===== src/hw/rtl/u2cp_pkg.sv =====
`timescale 1ns / 1ps
// ----------------------------------------------------------------------------
// u2cp_pkg: shared types and constants for the UTF-8 to code page transcoder
// Holds the CP437 reverse lookup and the result item type.
// ----------------------------------------------------------------------------
package u2cp_pkg;

    localparam logic [7:0] QMARK_CODE = 8'd63;
    localparam logic [0:0] PAGE_CP437 = 1'b0;
    localparam logic [0:0] PAGE_ASCII = 1'b1;

    typedef struct packed {
        logic [7:0] byte_in;
        logic       end_of_text;
    } in_item_t;

    typedef struct packed {
        logic [7:0] code_out;
        logic [2:0] char_length;
        logic       bad_sequence;
    } out_item_t;

    // Match a code point against the CP437 table; miss gives '?'
    function automatic logic [7:0] cp437_lookup(input logic [15:0] cp);
        logic [7:0] r;
        r = QMARK_CODE;
        unique case (cp)
            16'h00A0: r = 8'd255; 16'h00A1: r = 8'd173; 16'h00A2: r = 8'd155;
            16'h00A3: r = 8'd156; 16'h00A5: r = 8'd157; 16'h00A7: r = 8'd21;
            16'h00AA: r = 8'd166; 16'h00AB: r = 8'd174; 16'h00AC: r = 8'd170;
            16'h00B0: r = 8'd248; 16'h00B1: r = 8'd241; 16'h00B2: r = 8'd253;
            16'h00B5: r = 8'd230; 16'h00B6: r = 8'd20;  16'h00B7: r = 8'd250;
            16'h00BA: r = 8'd167; 16'h00BB: r = 8'd175; 16'h00BC: r = 8'd172;
            16'h00BD: r = 8'd171; 16'h00BF: r = 8'd168; 16'h00C4: r = 8'd142;
            16'h00C5: r = 8'd143; 16'h00C6: r = 8'd146; 16'h00C7: r = 8'd128;
            16'h00C9: r = 8'd144; 16'h00D1: r = 8'd165; 16'h00D6: r = 8'd153;
            16'h00DC: r = 8'd154; 16'h00DF: r = 8'd225; 16'h00E0: r = 8'd133;
            16'h00E1: r = 8'd160; 16'h00E2: r = 8'd131; 16'h00E4: r = 8'd132;
            16'h00E5: r = 8'd134; 16'h00E6: r = 8'd145; 16'h00E7: r = 8'd135;
            16'h00E8: r = 8'd138; 16'h00E9: r = 8'd130; 16'h00EA: r = 8'd136;
            16'h00EB: r = 8'd137; 16'h00EC: r = 8'd141; 16'h00ED: r = 8'd161;
            16'h00EE: r = 8'd140; 16'h00EF: r = 8'd139; 16'h00F1: r = 8'd164;
            16'h00F2: r = 8'd149; 16'h00F3: r = 8'd162; 16'h00F4: r = 8'd147;
            16'h00F6: r = 8'd148; 16'h00F7: r = 8'd246; 16'h00F9: r = 8'd151;
            16'h00FA: r = 8'd163; 16'h00FB: r = 8'd150; 16'h00FC: r = 8'd129;
            16'h00FF: r = 8'd152; 16'h0192: r = 8'd159; 16'h0393: r = 8'd226;
            16'h0398: r = 8'd233; 16'h03A3: r = 8'd228; 16'h03A6: r = 8'd232;
            16'h03A9: r = 8'd234; 16'h03B1: r = 8'd224; 16'h03B4: r = 8'd235;
            16'h03B5: r = 8'd238; 16'h03C0: r = 8'd227; 16'h03C3: r = 8'd229;
            16'h03C4: r = 8'd231; 16'h03C6: r = 8'd237; 16'h2022: r = 8'd7;
            16'h203C: r = 8'd19;  16'h207F: r = 8'd252; 16'h20A7: r = 8'd158;
            16'h2190: r = 8'd27;  16'h2191: r = 8'd24;  16'h2192: r = 8'd26;
            16'h2193: r = 8'd25;  16'h2194: r = 8'd29;  16'h2195: r = 8'd18;
            16'h21A8: r = 8'd23;  16'h2219: r = 8'd249; 16'h221A: r = 8'd251;
            16'h221E: r = 8'd236; 16'h221F: r = 8'd28;  16'h2229: r = 8'd239;
            16'h2248: r = 8'd247; 16'h2261: r = 8'd240; 16'h2264: r = 8'd243;
            16'h2265: r = 8'd242; 16'h2302: r = 8'd127; 16'h2310: r = 8'd169;
            16'h2320: r = 8'd244; 16'h2321: r = 8'd245; 16'h2500: r = 8'd196;
            16'h2502: r = 8'd179; 16'h250C: r = 8'd218; 16'h2510: r = 8'd191;
            16'h2514: r = 8'd192; 16'h2518: r = 8'd217; 16'h251C: r = 8'd195;
            16'h2524: r = 8'd180; 16'h252C: r = 8'd194; 16'h2534: r = 8'd193;
            16'h253C: r = 8'd197; 16'h2550: r = 8'd205; 16'h2551: r = 8'd186;
            16'h2552: r = 8'd213; 16'h2553: r = 8'd214; 16'h2554: r = 8'd201;
            16'h2555: r = 8'd184; 16'h2556: r = 8'd183; 16'h2557: r = 8'd187;
            16'h2558: r = 8'd212; 16'h2559: r = 8'd211; 16'h255A: r = 8'd200;
            16'h255B: r = 8'd190; 16'h255C: r = 8'd189; 16'h255D: r = 8'd188;
            16'h255E: r = 8'd198; 16'h255F: r = 8'd199; 16'h2560: r = 8'd204;
            16'h2561: r = 8'd181; 16'h2562: r = 8'd182; 16'h2563: r = 8'd185;
            16'h2564: r = 8'd209; 16'h2565: r = 8'd210; 16'h2566: r = 8'd203;
            16'h2567: r = 8'd207; 16'h2568: r = 8'd208; 16'h2569: r = 8'd202;
            16'h256A: r = 8'd216; 16'h256B: r = 8'd215; 16'h256C: r = 8'd206;
            16'h2580: r = 8'd223; 16'h2584: r = 8'd220; 16'h2588: r = 8'd219;
            16'h258C: r = 8'd221; 16'h2590: r = 8'd222; 16'h2591: r = 8'd176;
            16'h2592: r = 8'd177; 16'h2593: r = 8'd178; 16'h25A0: r = 8'd254;
            16'h25AC: r = 8'd22;  16'h25B2: r = 8'd30;  16'h25BA: r = 8'd16;
            16'h25BC: r = 8'd31;  16'h25C4: r = 8'd17;  16'h25CB: r = 8'd9;
            16'h25D8: r = 8'd8;   16'h25D9: r = 8'd10;  16'h263A: r = 8'd1;
            16'h263B: r = 8'd2;   16'h263C: r = 8'd15;  16'h2640: r = 8'd12;
            16'h2642: r = 8'd11;  16'h2660: r = 8'd6;   16'h2663: r = 8'd5;
            16'h2665: r = 8'd3;   16'h2666: r = 8'd4;   16'h266A: r = 8'd13;
            16'h266B: r = 8'd14;
            default:  r = QMARK_CODE;
        endcase
        return r;
    endfunction

endpackage


===== src/hw/rtl/u2cp_convert.sv =====
`timescale 1ns / 1ps
// ----------------------------------------------------------------------------
// u2cp_convert: code point to single-byte code
// Maps a finished code point to CP437 or ASCII with question mark.
// ----------------------------------------------------------------------------
module u2cp_convert
(
    input  logic [20:0] code_point,
    input  logic        multi_byte,
    input  logic        target_page,
    output logic [7:0]  code
);
    import u2cp_pkg::*;

    // Select the page; below 0x7F passes straight through in CP437
    always_comb
    begin
        if (target_page == PAGE_ASCII)
            code = multi_byte ? QMARK_CODE : code_point[7:0];
        else if (code_point < 21'h7F)
            code = code_point[7:0];
        else if (code_point[20:16] != 5'd0)
            code = QMARK_CODE;
        else
            code = cp437_lookup(code_point[15:0]);
    end
endmodule

===== config.mk =====
export PLATFORM = sky130hd
export DESIGN_NAME = u2cp_convert
export DESIGN_NICKNAME = d
export VERILOG_FILES = /design/src/hw/rtl/u2cp_pkg.sv /design/src/hw/rtl/u2cp_convert.sv
export SDC_FILE = /design/constraint.sdc
export NUM_CORES = 1
export LEC_CHECK = 0
export BUFFER_PORTS_ARGS = -buffer_cell sky130_fd_sc_hd__buf_2
export CAP_MARGIN = 20
export CORE_ASPECT_RATIO = 1.75
export CORE_MARGIN = 2
export CORE_UTILIZATION = 57
export DETAILED_ROUTE_END_ITERATION = 7
export PLACE_DENSITY = 0.74
export SYNTH_ARGS = -nofsm -noshare
export SYNTH_HDL_FRONTEND = slang
export SYNTH_SLANG_ARGS = --single-unit

===== constraint.sdc =====
create_clock -name vclk -period 6.4
set_input_delay 0.96 -clock vclk [all_inputs]
set_output_delay 0.96 -clock vclk [all_outputs]
set_load 0.05 [all_outputs]

==> results of run 1 <==
## per-stage QoR
step,utilization [%],instances,hold WS (ns),cell area (um2),setup slack (ns)
after CTS,61.9,618,2.37,3640,1.25
after detailed placement,61.9,618,2.37,3640,1.27
after global placement,61.9,618,2.37,3640,1.25
after floorplan,-,541,2.22,3480,1.61
## cell families after synthesis
kind of cell | Yosys count | share of synthesized area (%)
AOI/OAI and AO/OA | 172 | 35.6
buffers and inverters | 71 | 12.4
xor gates and xnor gates | 5 | 1.26
and+or+nand+nor | 290 | 49.9
muxes | 3 | 0.862
## layer usage
layer / global-route usage (%) / GRT overflow
met1: 66.1 / 0
met2: 84.7 / 5
met3: 48.2 / 0
met4: 62.7 / 1
met5: 16.7 / 0
==> impl_metrics.tcl, run 1 <==
set metrics [dict create \
    grt_use_total_pct 65.9 \
    die_x_um 63.1 \
    error_line "[ERROR GRT-0116] Global routing finished with congestion. Check the congestion regions in the DRC Viewer." \
    first_global_vias 5765 \
    yosys-top-cells-area "nand2_1, nand3_1, buf_6" \
    port_buffers 31 \
    ys_warn_count 0 \
    cts_hold_buf 0 \
    lastStage "5_1_grt" \
    netlist-cell-type-count 75 \
    grt_max_degree 48 \
    synth_area_um2 3480 \
    yosysTopAreaCellShare_pct 5.50 \
    dp_hpwl_um 14100 \
    ys_seq_area_share_pct 0 \
    post_cts_resized 0 \
    synth_area_per_cell_um2 6.44 \
    yosysTopAreaCell "nand2_1" \
    initial_core_util_pct 59.2 \
    syn-num-nets 564 \
    gp_congestion 1.43 \
    syn_inst 541 \
    rows 37 \
    synth_common_cells "nand2_1, nor2_1, nand3_1" \
    post_cts_buffers 0 \
    io_pins 31 \
    grt_overflow 6 \
    grt_pass1_wl_um 34200 \
    die_h_um 107 \
    status "stopped before the end" \
    yosys.cell_count.top_type "nand2_1" \
]
==> inputs of run 2 (changes only) <==
--- a/config.mk
+++ b/config.mk
@@ -7,11 +7,10 @@
 export LEC_CHECK = 0
 export BUFFER_PORTS_ARGS = -buffer_cell sky130_fd_sc_hd__buf_2
 export CAP_MARGIN = 20
-export CORE_ASPECT_RATIO = 1.75
 export CORE_MARGIN = 2
-export CORE_UTILIZATION = 57
+export CORE_UTILIZATION = 40
 export DETAILED_ROUTE_END_ITERATION = 7
-export PLACE_DENSITY = 0.74
+export PLACE_DENSITY_LB_ADDON = 0.15
 export SYNTH_ARGS = -nofsm -noshare
 export SYNTH_HDL_FRONTEND = slang
 export SYNTH_SLANG_ARGS = --single-unit
==> run 2 against run 1 <==
  * The flow now finishes, with violations (design-rule violations)
  * Area after synthesis stayed put
  * Synthesized cell count stayed put
==> impl_metrics.tcl, run 2 <==
set metrics [dict create \
    status "finished, violations left" \
    failed_checks "design-rule violations" \
    min_path_cells 5 \
    grt_antenna_before_repair 0 \
    ys_seq_area_share_pct 0 \
    p_seq_share_pct 0 \
    finalCritPeriodShare_pct 89.5 \
    synth_common_cells "nand2_1, nor2_1, nand3_1" \
    grt_use_total_pct 43.8 \
    min-delay-path-class "in2out" \
    gp_congestion 1.18 \
    p_int_uw 43.8 \
    cap_viol_max_count 0 \
    fin_tns_setup_ns 0 \
    yosysTopAreaCellShare_pct 5.50 \
    vias_per_cell 8.49 \
    min_from "multi_byte" \
    synth_area_um2 3480 \
    ant_nets 0 \
    drive_above_1_share_pct 16.8 \
    drv_slew 0 \
    tightestPinTransition_ns 1.20 \
    wl_per_cell_um 33.4 \
    holdPathEnd "code[7]" \
    port_buffers 31 \
    fmax_ghz 0.175 \
    die-area_um2 9470 \
    yosysTopAreaCell "nand2_1" \
    ys_warn_count 0 \
    num_vias 5526 \
    dp_hpwl_um 15400 \
    first_iter_violations 1409 \
    initial_core_util_pct 40.5 \
    period_minus_slack_ns 5.73 \
    post_cts_buffers 0 \
    p_sw_uw 117 \
    die_h_um 97.3 \
    netlist-cell-type-count 75 \
    yosys.cell_count.top_type "nand2_1" \
    nClkBuffers 0 \
    hold_viol 0 \
    cts_hold_buf 0 \
    p_per_area_nw_per_um2 43.5 \
    startpoint_type "primary input" \
    grt_max_degree 38 \
    cp_max_fo 37 \
    first_global_vias 5075 \
    critical_path_class "in2out" \
    grt_pass1_wl_um 32200 \
    syn2layout_area_growth_pct 5.82 \
    worstPathArrival_ns 4.77 \
    clock_power_share_pct 0 \
    fill_cells 965 \
    grt_overflow 0 \
    syn_inst 541 \
    yosys-top-cells-area "nand2_1, nand3_1, buf_6" \
    layout_setup_ws_ns 0.675 \
    pre_cts_ws_ns 0.992 \
    rows 34 \
    core_um2 8590 \
    n_antenna_cell 0 \
    die_x_um 97.3 \
    regArea_um2 0 \
    syn-num-nets 564 \
    final-setup-viol-count 0 \
    grt_setup_unrepaired "false" \
    slew_headroom_pct 19.6 \
    drt-pass1-iter-count 8 \
    cp-end-kind "output port" \
    drt_wl_total_um 21800 \
    num-nets-final 568 \
    design.seq.count 0 \
    synth_area_per_cell_um2 6.44 \
    startpoint "code_point[4]" \
    mostFrequentLayoutCells "nand2_1, nor2_1, nand3_1" \
    ir_worst_vdd_mv 0.0370 \
    sw_frac_of_total_pct 72.7 \
    mostFrequentLayoutCell "nand2_1" \
    io_pins 31 \
    crit_required_ns 5.44 \
    post_cts_resized 0 \
    drc 20 \
    power_frac_comb_pct 100.0 \
    power_leakage_nw 1.10 \
]
==> run 2: cell counts after synthesis <==
No cell type changed its count.
==> run 2: worst max-delay path by stage <==
stage | end | slack, ns | cells after the start
finish | code[0] | 0.67 | 9
detailed placement | code[1] | 0.99 | 10
floorplan | code[7] | 1.61 | 9
global route | code[1] | 0.67 | 10
global placement | code[0] | 0.85 | 10
CTS | code[1] | 0.96 | 10
==> run 2: power by group through the flow <==
stage | Combinational (mW) | Sequential [mW] | Clock (mW)
after floorplan | 0.104 | 0 | 0
after global placement | 0.149 | 0 | 0
after detailed placement | 0.148 | 0 | 0
after CTS | 0.148 | 0 | 0
after global routing | 0.163 | 0 | 0
final | 0.160 | 0 | 0
==> run 2: metrics by stage <==
step / total power, mW / cell area, um2 / util [%] / hold WS, ns / cells
2_1_floorplan: 0.104 / 3480 / - / 2.22 / 541
3_3_place_gp: 0.149 / 3680 / 42.8 / 2.38 / 650
3_5_place_dp: 0.148 / 3680 / 42.9 / 2.38 / 651
4_1_cts: 0.148 / 3680 / 42.9 / 2.38 / 651
5_1_grt: 0.163 / 3680 / 42.9 / 2.41 / 651
6_report: 0.160 / 3680 / 42.9 / 2.38 / 651
==> run 2: kinds of logic (layout without fill, tap and decap cells) <==
| family | count (synthesis) | after routing | synth area share, % |
|---|---|---|---|
| compound gates | 172 | 172 | 35.6 |
| xor+xnor | 5 | 5 | 1.26 |
| buf+inv | 71 | 73 | 12.4 |
| mux | 3 | 3 | 0.862 |
| simple gates | 290 | 290 | 49.9 |
==> run 2: routing by layer <==
| metal | share of wire [%] | GRT usage (%) | vias to the layer above |
|---|---|---|---|
| met4 | 11 | 29.1 | 2 |
| met1 | 33 | 53.8 | 2399 |
| li1 | - | - | 2191 |
| met3 | 18 | 19.3 | 240 |
| met2 | 37 | 61.2 | 694 |
| met5 | 0.17 | 0 | - |
==> run 2: worst max-delay path, stage by stage <==
cell	delay, ns
buf_2	0.60
and4b_1	0.40
nand3_1	0.47
o221ai_1	0.26
a2111oi_0	0.88
nand3_1	0.28
nor4b_1	0.52
a31oi_1	0.15
buf_2	0.23
==> run 2: area by class of cell <==
cell class | count | area [um2] | share of cell area (%)
Multi-Input combinational cell | 470 | 3100 | 84.2
Inverter | 6 | 22.5 | 0.611
Timing Repair Buffer | 67 | 423 | 11.5
Tap cell | 108 | 135 | 3.67
No activity file was read; power rests on OpenSTA's default activity.
==> inputs of run 3 (changes only) <==
--- a/config.mk
+++ b/config.mk
@@ -7,6 +7,7 @@
 export LEC_CHECK = 0
 export BUFFER_PORTS_ARGS = -buffer_cell sky130_fd_sc_hd__buf_2
 export CAP_MARGIN = 20
+export CORE_ASPECT_RATIO = 0.9
 export CORE_MARGIN = 2
 export CORE_UTILIZATION = 40
 export DETAILED_ROUTE_END_ITERATION = 7
==> constraint.sdc (replaced) <==
create_clock -name vclk -period 6.4
set_input_delay 0.96 -clock vclk [all_inputs]
set_output_delay 0.96 -clock vclk [all_outputs]
set_load 0.02 [all_outputs]
==> run 3 against run 2 <==
  * The flow still finishes with violations (design-rule violations)
  * Cell area increased by 1.6%
  * Utilization increased by 1.0 points
  * Critical path depth increased by 1
  * Combinational power fell by 4%
  * Largest power group unchanged
==> impl_metrics.tcl, run 3 (synthesized netlist as in run 2, its figures left out) <==
set metrics [dict create \
    design.seq.count 0 \
    post_cts_buffers 0 \
    fin_tns_setup_ns 0 \
    grt_pass1_wl_um 31900 \
    syn2layout_area_growth_pct 7.47 \
    port_buffers 31 \
    dpl_cell_area_um2 3740 \
    min_path_cells 5 \
    die_x_um 102 \
    critical_path_class "in2out" \
    tightestPinTransition_ns 1.00 \
    num-nets-final 573 \
    drt-pass1-iter-count 8 \
    dp_hpwl_um 15600 \
    min_from "multi_byte" \
    crit_top_cell "buf_2" \
    cap_viol_max_count 0 \
    worstPathArrival_ns 4.42 \
    final-setup-viol-count 0 \
    finalCritPeriodShare_pct 84.0 \
    mostFrequentLayoutCell "nand2_1" \
    cts_hold_buf 0 \
    slew_headroom_pct 33.2 \
    core_um2 8530 \
    initial_core_util_pct 40.8 \
    path_cells "buf_2 -> buf_4 -> nor2_2 -> a32oi_1 -> a21oi_1 -> o41ai_1 -> o2111ai_1 -> or4b_1 -> a31oi_1 -> buf_2" \
    grt_setup_unrepaired "false" \
    fmax_ghz 0.186 \
    die-area_um2 9470 \
    holdPathEnd "code[7]" \
    design_area_um2 3740 \
    crit_required_ns 5.44 \
    slowest_stage "or4b_1" \
    mostFrequentLayoutCells "nand2_1, nor2_1, buf_4" \
    grt_overflow 0 \
    startpoint_type "primary input" \
    vias_per_cell 8.40 \
    nClkBuffers 0 \
    cp-end-kind "output port" \
    drt_wl_total_um 21700 \
    cp_max_fo 29 \
    hold_viol 0 \
    gp_congestion 1.29 \
    ir_worst_vdd_mv 0.0392 \
    power_leakage_nw 1.11 \
    first_iter_violations 1300 \
    die_h_um 92.5 \
    num_vias 5603 \
    period_minus_slack_ns 5.38 \
    drv_slew 0 \
    regArea_um2 0 \
    failed_checks "design-rule violations" \
    first_global_vias 5131 \
    grt_max_degree 38 \
    n_antenna_cell 0 \
    status "finished, violations left" \
    io_pins 31 \
    min-delay-path-class "in2out" \
    wl_per_cell_um 32.5 \
    ant_nets 0 \
    grt_antenna_before_repair 1 \
    post_cts_resized 0 \
    p_per_area_nw_per_um2 41.1 \
    max_stage_delay_ns 0.71 \
    drive_above_1_share_pct 17.9 \
    drc 51 \
    rows 32 \
    grt_use_total_pct 45.2 \
]
run 3: final cells by class:
| cell class | count | area (um2) |
|---|---|---|
| fill | 923 | 4790 |
| multi-input combinational | 470 | 3110 |
| timing repair buffer | 72 | 463 |
| tap | 119 | 149 |
| inverter | 6 | 22.5 |
run 3: critical path, delay by kind of cell:
kind | cells | cell delay (ns)
AOI/OAI and AO/OA | 5 | 1.61
buffers and inverters | 3 | 0.96
and+or+nand+nor | 2 | 0.88
run 3: per-layer routing:
metal	vias to the layer above	GRT usage (%)	routed length, um
met2	671	61.1	8000
met4	2	28.4	2100
met1	2507	56.1	7500
met5	-	0	12
met3	225	22.4	4060
li1	2198	-	-
run 3: worst max path at each step:
stage	from	end	slack, ns	cells past startpoint
6_report	code_point[0]	code[1]	1.02	10
5_1_grt	code_point[0]	code[0]	0.99	10
4_1_cts	code_point[4]	code[1]	1.13	10
3_5_place_dp	code_point[4]	code[1]	1.17	10
3_3_place_gp	code_point[0]	code[1]	1.11	10
2_1_floorplan	code_point[3]	code[0]	2.19	11
run 3: metrics by stage:
stage	instances	power (mW)	hold WS, ns	util, %	worst slack, ns
floorplan	541	0.0992	2.07	-	2.19
CTS	667	0.143	2.32	43.9	1.13
global route	667	0.157	2.33	43.9	0.990
global placement	667	0.144	2.31	43.9	1.11
finish	667	0.154	2.31	43.9	1.02
detailed placement	667	0.143	2.31	43.9	1.17
run 3: power breakdown:
part	total (mW)	internal [mW]	switching, mW
Sequential	0	0	0
Clock	0	0	0
Combinational	0.154	0.0438	0.110
